==> config.mk <==
export PLATFORM = sky130hd
export DESIGN_NAME = format_string_expander
export DESIGN_NICKNAME = d
export VERILOG_FILES = /design/src/hdl/fse_pkg.sv /design/src/hdl/format_string_expander.sv /design/src/hdl/fse_bcd.sv
export SDC_FILE = /design/constraint.sdc
export NUM_CORES = 1
export LEC_CHECK = 0
export BUFFER_PORTS_ARGS = -buffer_cell sky130_fd_sc_hd__buf_2
export CORE_MARGIN = 2
export CORE_UTILIZATION = 30
export DETAILED_ROUTE_END_ITERATION = 8
export GPL_TIMING_DRIVEN = 0
export PLACE_DENSITY = 0.51
export SLEW_MARGIN = 10
export SYNTH_ARGS = -nofsm -noshare
export SYNTH_HDL_FRONTEND = slang
export SYNTH_HIERARCHICAL = 1
export SYNTH_SLANG_ARGS = --single-unit
export TNS_END_PERCENT = 5
==> constraint.sdc <==
create_clock -name clk -period 4.8 [get_ports clk]
set_input_delay 0.72 -clock clk [delete_from_list [all_inputs] [get_ports clk]]
set_output_delay 0.72 -clock clk [all_outputs]
set_load 0.005 [all_outputs]
==> src/hdl/fse_pkg.sv <==
// Shared types and character constants for the format string expander.
// Used by fse_bcd and format_string_expander; depends on nothing else.
`timescale 1ns / 1ps
`default_nettype none

package fse_pkg;

	// ASCII codes the expander recognizes or produces
	localparam logic [7:0] CH_BSL   = 8'h5C;
	localparam logic [7:0] CH_PCT   = 8'h25;
	localparam logic [7:0] CH_N     = 8'h6E;
	localparam logic [7:0] CH_D     = 8'h64;
	localparam logic [7:0] CH_NL    = 8'h0A;
	localparam logic [7:0] CH_MINUS = 8'h2D;
	localparam logic [7:0] CH_ZERO  = 8'h30;

	// Decimal digits held by the converter (2^31 has ten digits)
	localparam int unsigned NUM_DIGITS = 10;
	localparam int unsigned BIN_W      = 32;

	// Escape waiting for its second byte
	typedef enum logic [1:0] {
		MODE_NONE = 2'd0,
		MODE_BSL  = 2'd1,
		MODE_PCT  = 2'd2
	} mode_t;

	// Top level sequencer states
	typedef enum logic [1:0] {
		S_IDLE = 2'd0,
		S_LIT  = 2'd1,
		S_DEC  = 2'd2
	} state_t;

	// Converter phases
	typedef enum logic [1:0] {
		B_IDLE  = 2'd0,
		B_CONV  = 2'd1,
		B_STRIP = 2'd2,
		B_EMIT  = 2'd3
	} bcd_phase_t;

	// Digit offered by the converter to the sequencer
	typedef struct packed {
		logic       valid;
		logic       last;
		logic [3:0] digit;
	} bcd_stat_t;

endpackage

`default_nettype wire

==> src/hdl/format_string_expander.sv <==
// Top level of the format string expander: escape decoding, byte sequencing
// and the output register. Depends on fse_pkg and fse_bcd.
//
// Usage: one format byte with its 32-bit argument enters per beat on the
// s_ group. The expansion leaves on the m_ group, one byte per beat, with
// m_tlast high on the final byte of an item; an item that opens an escape
// gives no beat at all. s_tready is high only while the sequencer is idle.
// Sequencing: a literal byte waits in the literal queue and moves to the
// output register from S_LIT whenever that register is free. A %d item
// goes through the accept cycle, shift-add-3 conversion of all 32 input
// bits, dropping of leading zero digits, and then readout of the digits.
// Dropped and shown digits always add up to ten. A minus sign goes out
// during conversion. The output register lets the next item be taken
// while the last byte of the previous one waits. When the receiver holds
// m_tready low the sequencer simply waits; nothing is dropped.
// Reset clears the pending escape and empties the output register.
`timescale 1ns / 1ps
`default_nettype none

module format_string_expander (
	input  wire logic        clk,
	input  wire logic        arst_n,
	// fmt_char [7:0], arg_value [39:8]
	input  wire logic [39:0] s_tdata,
	input  wire logic        s_tvalid,
	output logic             s_tready,
	// out_char [7:0]
	output logic [7:0]       m_tdata,
	output logic             m_tlast,
	output logic             m_tvalid,
	input  wire logic        m_tready
);
	import fse_pkg::*;

	state_t      state_q, state_d;
	mode_t       mode_q, mode_d;
	logic [7:0]  lit0_q, lit1_q, lit0_d, lit1_d;
	logic [1:0]  lit_cnt_q, lit_cnt_d;

	logic [7:0]  fmt_char;
	logic [31:0] arg_value;
	logic        accept;

	// Decode results for the incoming byte
	mode_t       dec_mode, plain_mode;
	logic        plain_emit;
	logic [7:0]  dec_lit0, dec_lit1;
	logic [1:0]  dec_cnt;
	logic        dec_num;
	logic        arg_neg;
	logic [31:0] arg_mag;

	// Output register
	logic        out_valid_q;
	logic [7:0]  out_char_q;
	logic        out_last_q;
	logic        out_free, out_load;
	logic [7:0]  out_char_d;
	logic        out_last_d;

	bcd_stat_t   bcd_stat;
	logic        bcd_take;

	assign fmt_char  = s_tdata[7:0];
	assign arg_value = s_tdata[39:8];
	assign accept    = s_tvalid && s_tready;
	assign arg_neg   = arg_value[31];
	assign arg_mag   = arg_neg ? (32'd0 - arg_value) : arg_value;

	// Byte handled with nothing pending
	always_comb begin
		plain_mode = MODE_NONE;
		plain_emit = 1'b1;
		if (fmt_char == CH_BSL) begin
			plain_mode = MODE_BSL;
			plain_emit = 1'b0;
		end else if (fmt_char == CH_PCT) begin
			plain_mode = MODE_PCT;
			plain_emit = 1'b0;
		end
	end

	// Escape decoding against the pending mode
	always_comb begin
		dec_mode = MODE_NONE;
		dec_lit0 = fmt_char;
		dec_lit1 = fmt_char;
		dec_cnt  = 2'd0;
		dec_num  = 1'b0;
		case (mode_q)
			MODE_BSL: begin
				if (fmt_char == CH_N) begin
					dec_lit0 = CH_NL;
					dec_cnt  = 2'd1;
				end else if (fmt_char == CH_BSL) begin
					dec_lit0 = CH_BSL;
					dec_cnt  = 2'd1;
				end else begin
					dec_lit0 = CH_BSL;
					dec_cnt  = {1'b0, 1'b1} + {1'b0, plain_emit};
					dec_mode = plain_mode;
				end
			end
			MODE_PCT: begin
				if (fmt_char == CH_PCT) begin
					dec_lit0 = CH_PCT;
					dec_cnt  = 2'd1;
				end else if (fmt_char == CH_D) begin
					dec_num  = 1'b1;
					dec_lit0 = CH_MINUS;
					dec_cnt  = {1'b0, arg_neg};
				end else begin
					dec_lit0 = CH_PCT;
					dec_cnt  = {1'b0, 1'b1} + {1'b0, plain_emit};
					dec_mode = plain_mode;
				end
			end
			default: begin
				dec_cnt  = {1'b0, plain_emit};
				dec_mode = plain_mode;
			end
		endcase
	end

	assign out_free = !out_valid_q || m_tready;

	// Sequencer: next state, literal queue and output register load
	always_comb begin
		state_d    = state_q;
		mode_d     = mode_q;
		lit0_d     = lit0_q;
		lit1_d     = lit1_q;
		lit_cnt_d  = lit_cnt_q;
		s_tready   = 1'b0;
		out_load   = 1'b0;
		out_char_d = lit0_q;
		out_last_d = 1'b0;
		bcd_take   = 1'b0;
		case (state_q)
			S_IDLE: begin
				s_tready = 1'b1;
				if (s_tvalid) begin
					mode_d    = dec_mode;
					lit0_d    = dec_lit0;
					lit1_d    = dec_lit1;
					lit_cnt_d = dec_cnt;
					if (dec_num) begin
						state_d = S_DEC;
					end else if (dec_cnt != 2'd0) begin
						state_d = S_LIT;
					end
				end
			end
			S_LIT: begin
				if (out_free) begin
					out_load   = 1'b1;
					out_last_d = (lit_cnt_q == 2'd1);
					lit0_d     = lit1_q;
					lit_cnt_d  = lit_cnt_q - 2'd1;
					if (lit_cnt_q == 2'd1) begin
						state_d = S_IDLE;
					end
				end
			end
			S_DEC: begin
				// Sign first, then the digits as the converter offers them
				if (out_free) begin
					if (lit_cnt_q != 2'd0) begin
						out_load  = 1'b1;
						lit_cnt_d = lit_cnt_q - 2'd1;
					end else if (bcd_stat.valid) begin
						out_load   = 1'b1;
						bcd_take   = 1'b1;
						out_char_d = CH_ZERO + {4'd0, bcd_stat.digit};
						out_last_d = bcd_stat.last;
						if (bcd_stat.last) begin
							state_d = S_IDLE;
						end
					end
				end
			end
			default: begin
				state_d = S_IDLE;
			end
		endcase
	end

	// Control registers
	always_ff @(posedge clk or negedge arst_n) begin
		if (!arst_n) begin
			state_q     <= S_IDLE;
			mode_q      <= MODE_NONE;
			lit_cnt_q   <= '0;
			out_valid_q <= 1'b0;
		end else begin
			state_q   <= state_d;
			mode_q    <= mode_d;
			lit_cnt_q <= lit_cnt_d;
			if (out_load) begin
				out_valid_q <= 1'b1;
			end else if (m_tready) begin
				out_valid_q <= 1'b0;
			end
		end
	end

	// Payload registers
	always_ff @(posedge clk) begin
		lit0_q <= lit0_d;
		lit1_q <= lit1_d;
		if (out_load) begin
			out_char_q <= out_char_d;
			out_last_q <= out_last_d;
		end
	end

	fse_bcd u_bcd (
		.clk    (clk),
		.arst_n (arst_n),
		.start  (accept && dec_num),
		.mag    (arg_mag),
		.take   (bcd_take),
		.stat   (bcd_stat)
	);

	assign m_tvalid = out_valid_q;
	assign m_tdata  = out_char_q;
	assign m_tlast  = out_last_q;

	// The converter never offers a digit while the sequencer is idle
	a_bcd_idle: assert property (@(posedge clk) disable iff (!arst_n)
		state_q == S_IDLE |-> !bcd_stat.valid)
		else $error("converter offers a digit while idle");

	// A digit is never taken ahead of a pending sign
	a_sign_first: assert property (@(posedge clk) disable iff (!arst_n)
		bcd_take |-> lit_cnt_q == 2'd0)
		else $error("digit taken before sign");

	// The literal queue holds at most two bytes
	a_lit_cnt: assert property (@(posedge clk) disable iff (!arst_n)
		lit_cnt_q != 2'd3)
		else $error("literal queue overflow");

	// A decimal item starts the converter in the next cycle
	a_dec_start: assert property (@(posedge clk) disable iff (!arst_n)
		(accept && dec_num) |=> (state_q == S_DEC && !bcd_stat.valid))
		else $error("decimal item did not start conversion");

endmodule

`default_nettype wire

==> src/hdl/fse_bcd.sv <==
// Bit-serial binary to BCD converter with digit-serial readout.
// Depends on fse_pkg for the phase enum, the status struct and the widths.
`timescale 1ns / 1ps
`default_nettype none

module fse_bcd (
	input  wire logic                clk,
	input  wire logic                arst_n,
	input  wire logic                start,
	input  wire logic [31:0]         mag,
	input  wire logic                take,
	output fse_pkg::bcd_stat_t       stat
);
	import fse_pkg::*;

	localparam int unsigned BCD_W = 4 * NUM_DIGITS;

	bcd_phase_t         phase_q;
	logic [BIN_W-1:0]   bin_q;
	logic [BCD_W-1:0]   bcd_q;
	logic [4:0]         cnt_q;
	logic [3:0]         dig_q;
	logic [BCD_W-1:0]   adj;
	logic [3:0]         top_digit;

	// Add three to every digit of five or more before the next shift
	always_comb begin
		for (int i = 0; i < NUM_DIGITS; i++) begin
			if (bcd_q[4*i +: 4] >= 4'd5) begin
				adj[4*i +: 4] = bcd_q[4*i +: 4] + 4'd3;
			end else begin
				adj[4*i +: 4] = bcd_q[4*i +: 4];
			end
		end
	end

	assign top_digit = bcd_q[BCD_W-1 -: 4];

	// Status toward the sequencer
	always_comb begin
		stat.valid = (phase_q == B_EMIT);
		stat.last  = (dig_q == 4'd1);
		stat.digit = top_digit;
	end

	// Control: one input bit per cycle, then leading zero digits dropped, then one digit per cycle while take is high
	always_ff @(posedge clk or negedge arst_n) begin
		if (!arst_n) begin
			phase_q <= B_IDLE;
			cnt_q   <= '0;
			dig_q   <= '0;
		end else begin
			case (phase_q)
				B_IDLE: begin
					if (start) begin
						phase_q <= B_CONV;
						cnt_q   <= 5'(BIN_W - 1);
						dig_q   <= 4'(NUM_DIGITS);
					end
				end
				B_CONV: begin
					if (cnt_q == 5'd0) begin
						phase_q <= B_STRIP;
					end else begin
						cnt_q <= cnt_q - 5'd1;
					end
				end
				B_STRIP: begin
					if (top_digit == 4'd0 && dig_q != 4'd1) begin
						dig_q <= dig_q - 4'd1;
					end else begin
						phase_q <= B_EMIT;
					end
				end
				B_EMIT: begin
					if (take) begin
						dig_q <= dig_q - 4'd1;
						if (dig_q == 4'd1) begin
							phase_q <= B_IDLE;
						end
					end
				end
				default: begin
					phase_q <= B_IDLE;
				end
			endcase
		end
	end

	// Datapath shift registers
	always_ff @(posedge clk) begin
		case (phase_q)
			B_IDLE: begin
				if (start) begin
					bin_q <= mag;
					bcd_q <= '0;
				end
			end
			B_CONV: begin
				bcd_q <= {adj[BCD_W-2:0], bin_q[BIN_W-1]};
				bin_q <= {bin_q[BIN_W-2:0], 1'b0};
			end
			B_STRIP: begin
				if (top_digit == 4'd0 && dig_q != 4'd1) begin
					bcd_q <= {bcd_q[BCD_W-5:0], 4'd0};
				end
			end
			B_EMIT: begin
				if (take) begin
					bcd_q <= {bcd_q[BCD_W-5:0], 4'd0};
				end
			end
			default: begin
				bcd_q <= bcd_q;
			end
		endcase
	end

endmodule

`default_nettype wire
==> flow_summary.json, run 1 <==
{
  "run_status": "finished clean",
  "remaining_drc_errors": 0,
  "layout_commonest_cell": "edfxtp_1",
  "cp_max_fo": 21,
  "synthTopCellsByArea": "edfxtp_1 (41%), ha_1 (6.8%), dfrtp_1 (6.4%)",
  "grt_use_total_pct": 13.3,
  "ant_nets": 0,
  "finalHoldViolCount": 0,
  "p_clk_share_pct": 21.3,
  "grt_pass1_vias": 5008,
  "place_area_sq_um": 7740,
  "syn_nets": 715,
  "layout_common_cells": "edfxtp_1 (97), buf_2 (55), nand2_1 (50)",
  "timing.final.crit_share_pct": 64.6,
  "power_frac_seq_pct": 36.5,
  "start_kind": "input pin",
  "drv_cap": 0,
  "min_period_ns": 3.10,
  "grt_max_degree": 38,
  "cp-end-kind": "flip-flop",
  "wl_microns": 15400,
  "setup_viol": 0,
  "clk_path_buf_depth": 2,
  "drive_gt1_share_pct": 20.7,
  "fmax_mhz": 323,
  "pwr-share-comb_pct": 42.2,
  "post_cts.repair.setup_buffers": 0,
  "fin_ws_ns": 1.70,
  "die_h_microns": 157,
  "cts.repair.resized": 0,
  "cts_hold_repair.buffers": 0,
  "clock_latency_ns": 0.42,
  "design_area_sq_um": 8290,
  "yosysTopAreaCell": "edfxtp_1",
  "design_power_total_mw": 5.61,
  "yosys_register_bits": 115,
  "fp.dieW_microns": 157,
  "rows": 56,
  "post_drt_via_cell_ratio": 4.79,
  "drt-initial-drc-count": 272,
  "dr.pass1.iters": 4,
  "rsz0062_at_grt": "false",
  "synth_edf_count": 97,
  "async_flop_share_pct": 15.7,
  "routedWlPerCell_microns": 14.8,
  "cp.required_ns": 4.92,
  "grt_overflow": 0,
  "insertedDiodeCount": 0,
  "hp-class": "input pin to async pin",
  "synth_area_sq_um": 7030,
  "num_io_pins": 55,
  "crit_type": "input pin to flip-flop",
  "ir_worst_vdd_mv": 0.311,
  "die_area_sq_um": 24700,
  "cts_buffers": 17,
  "gp_congestion": 0.797,
  "p_per_area_nw_per_um2": 677,
  "synth.yosys.seq_area_share_pct": 47.8,
  "worst_pin_slew_ns": 0.995,
  "grt_pass1_wl_microns": 25600,
  "cts_tree": "built",
  "area_growth_pct": 17.9,
  "cts_max_level": 4,
  "synth_top_area_share_pct": 41.4,
  "core_sq_um": 23300,
  "relSlewSlack_pct": 33.4,
  "numPortBuffers": 54,
  "power_switching_mw": 2.08,
  "synth-main-ff-cell": "edfxtp_1",
  "antenna_found_initial": 0,
  "drv_slew": 0,
  "avgSynthCellArea_sq_um": 11.1,
  "p_sw_share_pct": 37.1,
  "vias": 4970,
  "cp.arrival_ns": 3.22,
  "internal-power_mw": 3.53,
  "initial_core_util_pct": 30.2,
  "synthCells": 633,
  "fin_nets": 789,
  "cts-root-buf": "clkbuf_16",
  "synth_warnings": 6,
  "dp_hpwl_microns": 10800,
  "clkTransAtPathRegs_ns": 0.05,
  "p_leak_nw": 3.16,
  "ys_types": 69,
  "finClkSkew_ns": 0.0114,
  "fillers": 2386,
  "detailedPlace.worstSlack_ns": 1.23,
  "cts_sinks": 115
}
## metal layers
layer / global-route usage, % / wire length [microns] / vias to the layer above / part of all wire, %
li1: - / - / 2464 / -
met1: 17.6 / 7560 / 2437 / 49
met5: 0 / 0 / - / 0
met2: 21.8 / 7320 / 56 / 48
met4: 4.55 / 169 / 0 / 1.1
met3: 2.70 / 340 / 13 / 2.2
## sequential cells by signal (all words and copies together), names as in the netlist
signal,flops
mode_q,2
u_bcd/bcd_q,40
lit1_q,8
lit_cnt_q,2
m_tvalid,1
m_tlast,1
u_bcd/cnt_q,5
u_bcd/bin_q,32
u_bcd/dig_q,4
state_q,2
u_bcd/phase_q,2
m_tdata,8
lit0_q,8
## power groups by stage
stage / clock network (mW) / registers [mW] / logic (mW)
after floorplan: 0 / 1.99 / 1.77
after global placement: 0 / 2.09 / 2.31
after detailed placement: 0 / 2.07 / 2.39
after CTS: 1.23 / 2.05 / 2.41
after global routing: 1.27 / 2.11 / 2.69
final: 1.20 / 2.05 / 2.37
## path summary, 6_finish.rpt
check | end | cells past startpoint | from | slack, ns
setup / recovery | u_bcd/bcd_q[3]$_DFFE_PP_ | 8 | s_tdata[1] | 1.70
hold / removal | u_bcd/dig_q[2]$_DFFE_PN0P_ | 1 | arst_n | 0.25
setup reg to reg | u_bcd/bcd_q[3]$_DFFE_PP_ | 8 | state_q[0]$_DFFE_PN0P_ | 1.93
hold reg to reg | u_bcd/cnt_q[4]$_DFFE_PN0P_ | 2 | u_bcd/cnt_q[4]$_DFFE_PN0P_ | 0.48
max in group asynchronous | state_q[0]$_DFFE_PN0P_ | 1 | arst_n | 4.22
min in group clk | u_bcd/cnt_q[4]$_DFFE_PN0P_ | 2 | u_bcd/cnt_q[4]$_DFFE_PN0P_ | 0.48
## stage by stage
step	std cells	TNS (ns)	util [%]	hold WS, ns
4_1_cts	1038	0	35.6	0.251
2_1_floorplan	633	0	-	0.424
3_5_place_dp	1007	0	33.3	0.475
5_1_grt	1038	0	35.6	0.281
6_report	1038	0	35.6	0.253
3_3_place_gp	1006	-44.45	33.1	0.471
## cells by family after synthesis
kind of cell    Yosys count  share of synthesized area [%]
simple gates            171                           13.1
compound gates          142                           14.3
flops                   115                           47.8
buf+inv                  67                           3.97
xor+xnor                 51                           6.35
mux                      49                           7.69
fa+ha+maj                38                           6.76
## cell usage after synthesis, types with 8 or more instances
cell type,number
a32oi_1,8
mux2_2,36
o21ai_0,41
dfrtp_1,18
a21oi_1,23
nand2b_1,21
nand3_1,8
o31ai_1,11
nor3b_1,8
mux2i_1,12
a22o_1,9
nand2_1,50
nor2_1,39
inv_1,42
edfxtp_1,97
clkbuf_1,16
xnor2_1,48
a21o_1,9
ha_1,38
## cell type report
class                   count  area, sq um  area share [%]
flip-flops and latches    115         3360            40.6
well taps                 319          399            4.82
multi-input cells         451         3400            41.0
inverters                  43          161            1.95
repair buffers             55          298            3.59
plain buffers              24          118            1.42
clock buffers              19          433            5.22
clock inverters            12          116            1.40
## critical path: stages
cell and delay (ns):
buf_2 0.13, nor4b_1 0.70, nand3_1 0.30, nor2_1 0.22
or2b_2 0.14, nand2_1 0.11, a21oi_4 0.63, buf_16 0.25
Note: power is estimated with default switching activity, not from simulation.
==> inputs of run 2 (changes only) <==
ABC_AREA = 1   (was unset)
PLACE_DENSITY = 0.52   (was 0.51)
clock period = 2.7 ns   (was 4.8 ns; I/O delays follow)
==> flow_summary.json, run 2 <==
{
  "ir_worst_vdd_mv": 0.572,
  "setup_viol": 0,
  "gp_congestion": 0.820,
  "setup-tns-final_ns": 0,
  "cts-root-buf": "clkbuf_16",
  "synth_top_area_share_pct": 37.9,
  "crit_type": "flip-flop to flip-flop",
  "largest_reg_flops": 40,
  "core_sq_um": 25200,
  "relSlewSlack_pct": 49.8,
  "multi_input_area_sq_um": 3770,
  "cts_sinks": 115,
  "place_area_sq_um": 8450,
  "timing.final.crit_share_pct": 89.0,
  "cp.required_ns": 2.83,
  "setup.worst_path.start": "state_q[0]$_DFFE_PN0P_",
  "grt_pass1_wl_microns": 30000,
  "area_growth_pct": 18.5,
  "cp-end-kind": "flip-flop",
  "placedCellCount": 1365,
  "cp_max_fo": 20,
  "dr.pass1.iters": 4,
  "rr_startpoint": "state_q[0]$_DFFE_PN0P_",
  "grt_util_met2_pct": 22.9,
  "grt_util_met3_pct": 3.03,
  "layout_common_cells": "nand2_1 (328), inv_1 (108), edfxtp_1 (97)",
  "ys_types": 43,
  "met1_usage_pct": 18.8,
  "insertedDiodeCount": 0,
  "layout_commonest_cell": "nand2_1",
  "slowest_stage": "dfrtp_1",
  "worst_pin_slew_ns": 0.753,
  "min_period_ns": 2.40,
  "synth_warnings": 6,
  "fin_nets": 1139,
  "synthMuxAreaShare_pct": 0,
  "cp.buffers_inverters": 3,
  "power_frac_seq_pct": 33.6,
  "top_usage_layer": "met2",
  "regArea_sq_um": 3360,
  "grt_max_degree": 23,
  "drv_cap": 0,
  "synth_edf_count": 97,
  "synthAdderAreaFrac_pct": 6.18,
  "synth_area_sq_um": 7690,
  "design_power_total_mw": 10.5,
  "vias": 6428,
  "initial_core_util_pct": 30.6,
  "cts_max_level": 4,
  "run_status": "finished clean",
  "clkTransAtPathRegs_ns": 0.06,
  "path_delay_family": "simple AND/OR/NAND/NOR gates",
  "wl_microns": 18000,
  "remaining_drc_errors": 0,
  "drv_slew": 0,
  "top_register": "u_bcd/bcd_q",
  "cts_buffers": 17,
  "p_sw_share_pct": 41.7,
  "reg_top3": "u_bcd/bcd_q: 40 flops, u_bcd/bin_q: 32 flops",
  "cp.arrival_ns": 2.53,
  "critPathMaxStageDelay_ns": 0.42,
  "p_clk_share_pct": 22.5,
  "avgSynthCellArea_sq_um": 7.85,
  "cts_tree": "built",
  "num_io_pins": 55,
  "syn_nets": 1062,
  "yosys_register_bits": 115,
  "fillers": 2589,
  "rsz0062_at_grt": "false",
  "yosysTopAreaCell": "edfxtp_1",
  "async_flop_share_pct": 15.7,
  "finalHoldViolCount": 0,
  "detailedPlace.worstSlack_ns": -0.266,
  "clk_path_buf_depth": 2,
  "p_per_area_nw_per_um2": 1150,
  "hp-class": "input pin to flip-flop",
  "fin_cells": 1400,
  "synthTopCellsByArea": "edfxtp_1 (38%), nand2_1 (16%), ha_1 (6.2%)",
  "numPortBuffers": 53,
  "synth_top_family_by_area": "simple AND/OR/NAND/NOR gates",
  "grt_pass1_vias": 6173,
  "min_from": "s_tdata[7]",
  "rows": 58,
  "dp_hpwl_microns": 13300,
  "design_area_sq_um": 9120,
  "fp.dieW_microns": 164,
  "grt_overflow": 0,
  "power_switching_mw": 4.39,
  "yosys-top-cells-count": "nand2_1 (328), inv_1 (108), edfxtp_1 (97)",
  "start_kind": "flip-flop",
  "die_h_microns": 164,
  "drt-initial-drc-count": 325,
  "grt_use_total_pct": 14.1,
  "crit_top_cell": "nand2_1",
  "synth_most_common_cell": "nand2_1",
  "ant_nets": 0,
  "finClkSkew_ns": 0.0106,
  "fmax_mhz": 416,
  "synth-main-ff-cell": "edfxtp_1",
  "synthSimpleGateAreaFrac_pct": 31.7,
  "internal-power_mw": 6.13,
  "yosys.area_share.xor_xnor_pct": 3.19,
  "synthCells": 980,
  "p_leak_nw": 4.06,
  "pwr-share-comb_pct": 43.9,
  "synth.yosys.seq_area_share_pct": 43.7,
  "crit_chain": "inv_1 -> ha_1 -> nand2_1 -> nor3_4 -> inv_1 -> nand2_1 -> nand2_1 -> a21oi_4 -> buf_16",
  "drive_gt1_share_pct": 15.7,
  "fin_ws_ns": 0.296,
  "synth_compound_area_share_pct": 7.30,
  "routedWlPerCell_microns": 12.8,
  "clock_latency_ns": 0.42,
  "die_area_sq_um": 26900,
  "antenna_found_initial": 0,
  "post_drt_via_cell_ratio": 4.59
}
[run 2: cell count changes in the layout (fill, tap and decap cells not counted), sizes merged, moves of 33 or more]
cell	before	now
nand2	51	342
a21oi	23	56
xnor2	48	9
nand3	10	74
inv	42	128
mux2	37	0
nor2	39	93
[run 2: layer usage]
layer / up-vias / wire (microns) / part of all wire, %
met3: 15 / 626 / 3.5
met5: - / 0 / 0
li1: 3368 / - / -
met2: 106 / 8380 / 47
met1: 2939 / 8740 / 49
met4: 0 / 209 / 1.2
[run 2: cell families (layout without fill, tap and decap cells)]
kind of cell             after synthesis  after routing
AO/OA/AOI/OAI                         99            100
XOR/XNOR                              28             28
adder cells (fa/ha/maj)               38             38
buffers and inverters                146            235
flip-flops                           115            115
AND/OR/NAND/NOR                      554            554
[run 2: stage by stage]
step | hold slack (ns) | utilization [%]
after CTS | 0.166 | 36.1
final | 0.187 | 36.2
after detailed placement | 0.380 | 33.5
after floorplan | 0.109 | -
after global placement | 0.379 | 33.3
after global routing | 0.170 | 36.2
[run 2: power groups by stage]
| stage | Combinational, mW | Clock, mW | Sequential [mW] |
|---|---|---|---|
| 2_1_floorplan | 3.32 | 0 | 3.44 |
| 3_5_place_dp | 4.55 | 0 | 3.57 |
| 3_3_place_gp | 4.35 | 0 | 3.58 |
| 4_1_cts | 4.61 | 2.42 | 3.55 |
| 5_1_grt | 5.33 | 2.50 | 3.63 |
| 6_report | 4.62 | 2.36 | 3.54 |
[run 2: cell type report]
cell class / instances / share of cell area [%]
Multi-Input combinational cell: 720 / 41.3
Sequential cell: 115 / 36.9
Inverter: 118 / 4.91
Clock buffer: 17 / 4.67
Tap cell: 330 / 4.53
Timing Repair Buffer: 57 / 3.84
Clock inverter: 15 / 2.09
Buffer: 28 / 1.78
[run 2: worst paths after layout]
| path | slack, ns | to | depth (start not counted) |
|---|---|---|---|
| setup reg to reg | 0.30 | u_bcd/bcd_q[27]$_DFFE_PP_ | 9 |
| max in group asynchronous | 1.93 | u_bcd/phase_q[0]$_DFFE_PN0P_ | 2 |
| hold / removal | 0.19 | lit1_q[7]$_DFFE_PP_ | 1 |
| hold reg to reg | 0.50 | m_tdata[5]$_DFFE_PP_ | 1 |
| setup / recovery | 0.30 | u_bcd/bcd_q[27]$_DFFE_PP_ | 9 |
| min in group asynchronous | 0.46 | mode_q[0]$_DFFE_PN0P_ | 2 |
[run 2: repair_timing]
item,CTS,global route
cloned,1,0
hold buffers,1,0
setup buffers,0,1
hold endpoints to repair,18,0
endpoints found under the setup margin,40,40
resized for setup,1,1
[run 2: worst reg2reg max path: stages, from the launching register on]
cell and delay, ns:
dfrtp_1 0.42, inv_1 0.10, ha_1 0.23, nand2_1 0.13, nor3_4 0.41, inv_1 0.08
nand2_1 0.07, nand2_1 0.20, a21oi_4 0.28, buf_16 0.20
==> inputs of run 3 (changes only) <==
CORE_UTILIZATION = 40   (was 30)
PLACE_DENSITY = 0.64   (was 0.52)
clock period = 2.15 ns   (was 2.7 ns; I/O delays follow)
==> flow_summary.json, run 3 (synthesis gave the netlist of run 2 again) <==
{
  "hp-class": "input pin to flip-flop",
  "critPathMaxStageDelay_ns": 0.42,
  "cts_max_level": 4,
  "num_io_pins": 55,
  "vias": 6462,
  "rows": 50,
  "gp_congestion": 0.873,
  "cp.required_ns": 2.26,
  "grt_pass1_vias": 6142,
  "setup_viol": 0,
  "dp_hpwl_microns": 12400,
  "postLayoutCoreUtil_pct": 48.1,
  "reg_top3": "u_bcd/bcd_q: 40 flops, u_bcd/bin_q: 32 flops",
  "die_h_microns": 143,
  "regArea_sq_um": 3360,
  "largest_reg_flops": 40,
  "crit_type": "flip-flop to flip-flop",
  "drive_gt1_share_pct": 16.7,
  "wl_microns": 16900,
  "layout_commonest_cell": "nand2_1",
  "fmax_mhz": 505,
  "grt_use_total_pct": 17.4,
  "finClkSkew_ns": 0.00592,
  "fin_nets": 1142,
  "routedWlPerCell_microns": 12.9,
  "grt_max_degree": 26,
  "cts_sinks": 115,
  "remaining_drc_errors": 0,
  "layout_common_cells": "nand2_1 (326), inv_1 (108), edfxtp_1 (97)",
  "post_drt_via_cell_ratio": 4.94,
  "finalHoldViolCount": 0,
  "cp.arrival_ns": 2.09,
  "grt_overflow": 0,
  "p_leak_nw": 4.07,
  "drv_cap": 0,
  "crit_top_cell": "inv_1",
  "ant_nets": 0,
  "relSlewSlack_pct": 53.4,
  "insertedDiodeCount": 0,
  "cts_tree": "built",
  "slowest_stage": "dfrtp_1",
  "ir_worst_vdd_mv": 0.968,
  "cp-end-kind": "flip-flop",
  "rsz0062_at_grt": "false",
  "whs_ns": 0.111,
  "grt_pass1_wl_microns": 28200,
  "cts-root-buf": "clkbuf_16",
  "run_status": "finished clean",
  "initial_core_util_pct": 41.0,
  "drv_slew": 0,
  "multi_input_area_sq_um": 3770,
  "clock_latency_ns": 0.42,
  "top_register": "u_bcd/bcd_q",
  "fillers": 1825,
  "p_per_area_nw_per_um2": 1440,
  "worst_pin_slew_ns": 0.695,
  "core_sq_um": 18800,
  "setup-tns-final_ns": 0,
  "cp_max_fo": 25,
  "dr.pass1.iters": 5,
  "antenna_found_initial": 0,
  "cts_buffers": 17,
  "area_growth_pct": 17.3,
  "clkTransAtPathRegs_ns": 0.06,
  "drt-initial-drc-count": 436,
  "numPortBuffers": 53,
  "fp.dieW_microns": 143,
  "die_area_sq_um": 20400,
  "min_period_ns": 1.98,
  "start_kind": "flip-flop",
  "timing.final.crit_share_pct": 92.1,
  "clk_path_buf_depth": 2,
  "crit_chain": "inv_1 -> ha_2 -> inv_1 -> nor3b_2 -> inv_1 -> nand2_1 -> nand2_2 -> a21oi_4 -> buf_12"
}
[run 3: changes by cell type in the layout (fill, tap and decap cells not counted), moves of 2 or more]
| cell | delta |
|---|---|
| ha_2 | +2 |
| ha_1 | -2 |
| buf_12 | +2 |
| buf_4 | +3 |
| clkinv_4 | +5 |
| nand2_1 | -2 |
| inv_6 | -5 |
| nand2_2 | +2 |
[run 3: per-stage QoR]
stage | cell area, sq um | instances | worst slack, ns | power, mW
floorplan | 7720 | 980 | -0.220 | 8.49
global placement | 8280 | 1267 | -0.759 | 9.86
detailed placement | 8330 | 1269 | -0.433 | 10.1
CTS | 8970 | 1304 | 0.00198 | 13.1
global route | 9020 | 1307 | 0.0289 | 14.1
finish | 9020 | 1307 | 0.171 | 13.0
[run 3: power by group]
| part | switching [mW] | internal, mW | leakage, nW |
|---|---|---|---|
| sequential | 0.587 | 3.85 | 1.15 |
| clock | 1.09 | 1.73 | 0.291 |
| combinational | 3.75 | 2.03 | 2.63 |
| total | 5.43 | 7.61 | 4.07 |
[run 3: metal layers]
metal	up-vias	share of wire [%]	routed length (microns)	global-route usage (%)
li1	3364	-	-	-
met1	2934	48	8050	22.7
met2	142	47	7900	29.0
met3	22	3.7	618	3.32
met4	0	1.8	301	6.20
met5	-	0	0	0
[run 3: path summary, 6_finish.rpt]
path	slack (ns)	to	startpoint	cells past startpoint
max reg2reg	0.17	u_bcd/bcd_q[23]$_DFFE_PP_	state_q[0]$_DFFE_PN0P_	9
max	0.17	u_bcd/bcd_q[23]$_DFFE_PP_	state_q[0]$_DFFE_PN0P_	9
max in group asynchronous	1.47	lit_cnt_q[0]$_DFFE_PN0P_	arst_n	2
min in group asynchronous	0.38	u_bcd/cnt_q[0]$_DFFE_PN0P_	arst_n	2
min	0.11	lit1_q[7]$_DFFE_PP_	s_tdata[7]	1
min reg2reg	0.48	u_bcd/cnt_q[4]$_DFFE_PN0P_	u_bcd/cnt_q[4]$_DFFE_PN0P_	2
[run 3: timing repair]
item,4_1_cts,5_1_grt
hold endpoints to repair,18,0
hold buffers,1,0
endpoints found under the setup margin,57,78
pin swaps,1,0
gates resized for setup,2,5
setup buffers,2,3
[run 3: area by class of cell]
class	count	area share, %
Buffer	28	1.82
Sequential cell	115	37.3
Timing Repair Buffer	61	4.27
Clock inverter	15	1.90
Multi-Input combinational cell	719	41.8
Clock buffer	17	4.71
Inverter	118	4.96
Tap cell	234	3.24
[run 3: worst max-delay path: cells and delay by family, from the launching register on]
kind	cells	cell delay [ns]
AND/OR/NAND/NOR	3	0.38
AO/OA/AOI/OAI	1	0.19
flip-flops	1	0.42
buffers and inverters	4	0.47
adder cells (fa/ha/maj)	1	0.21
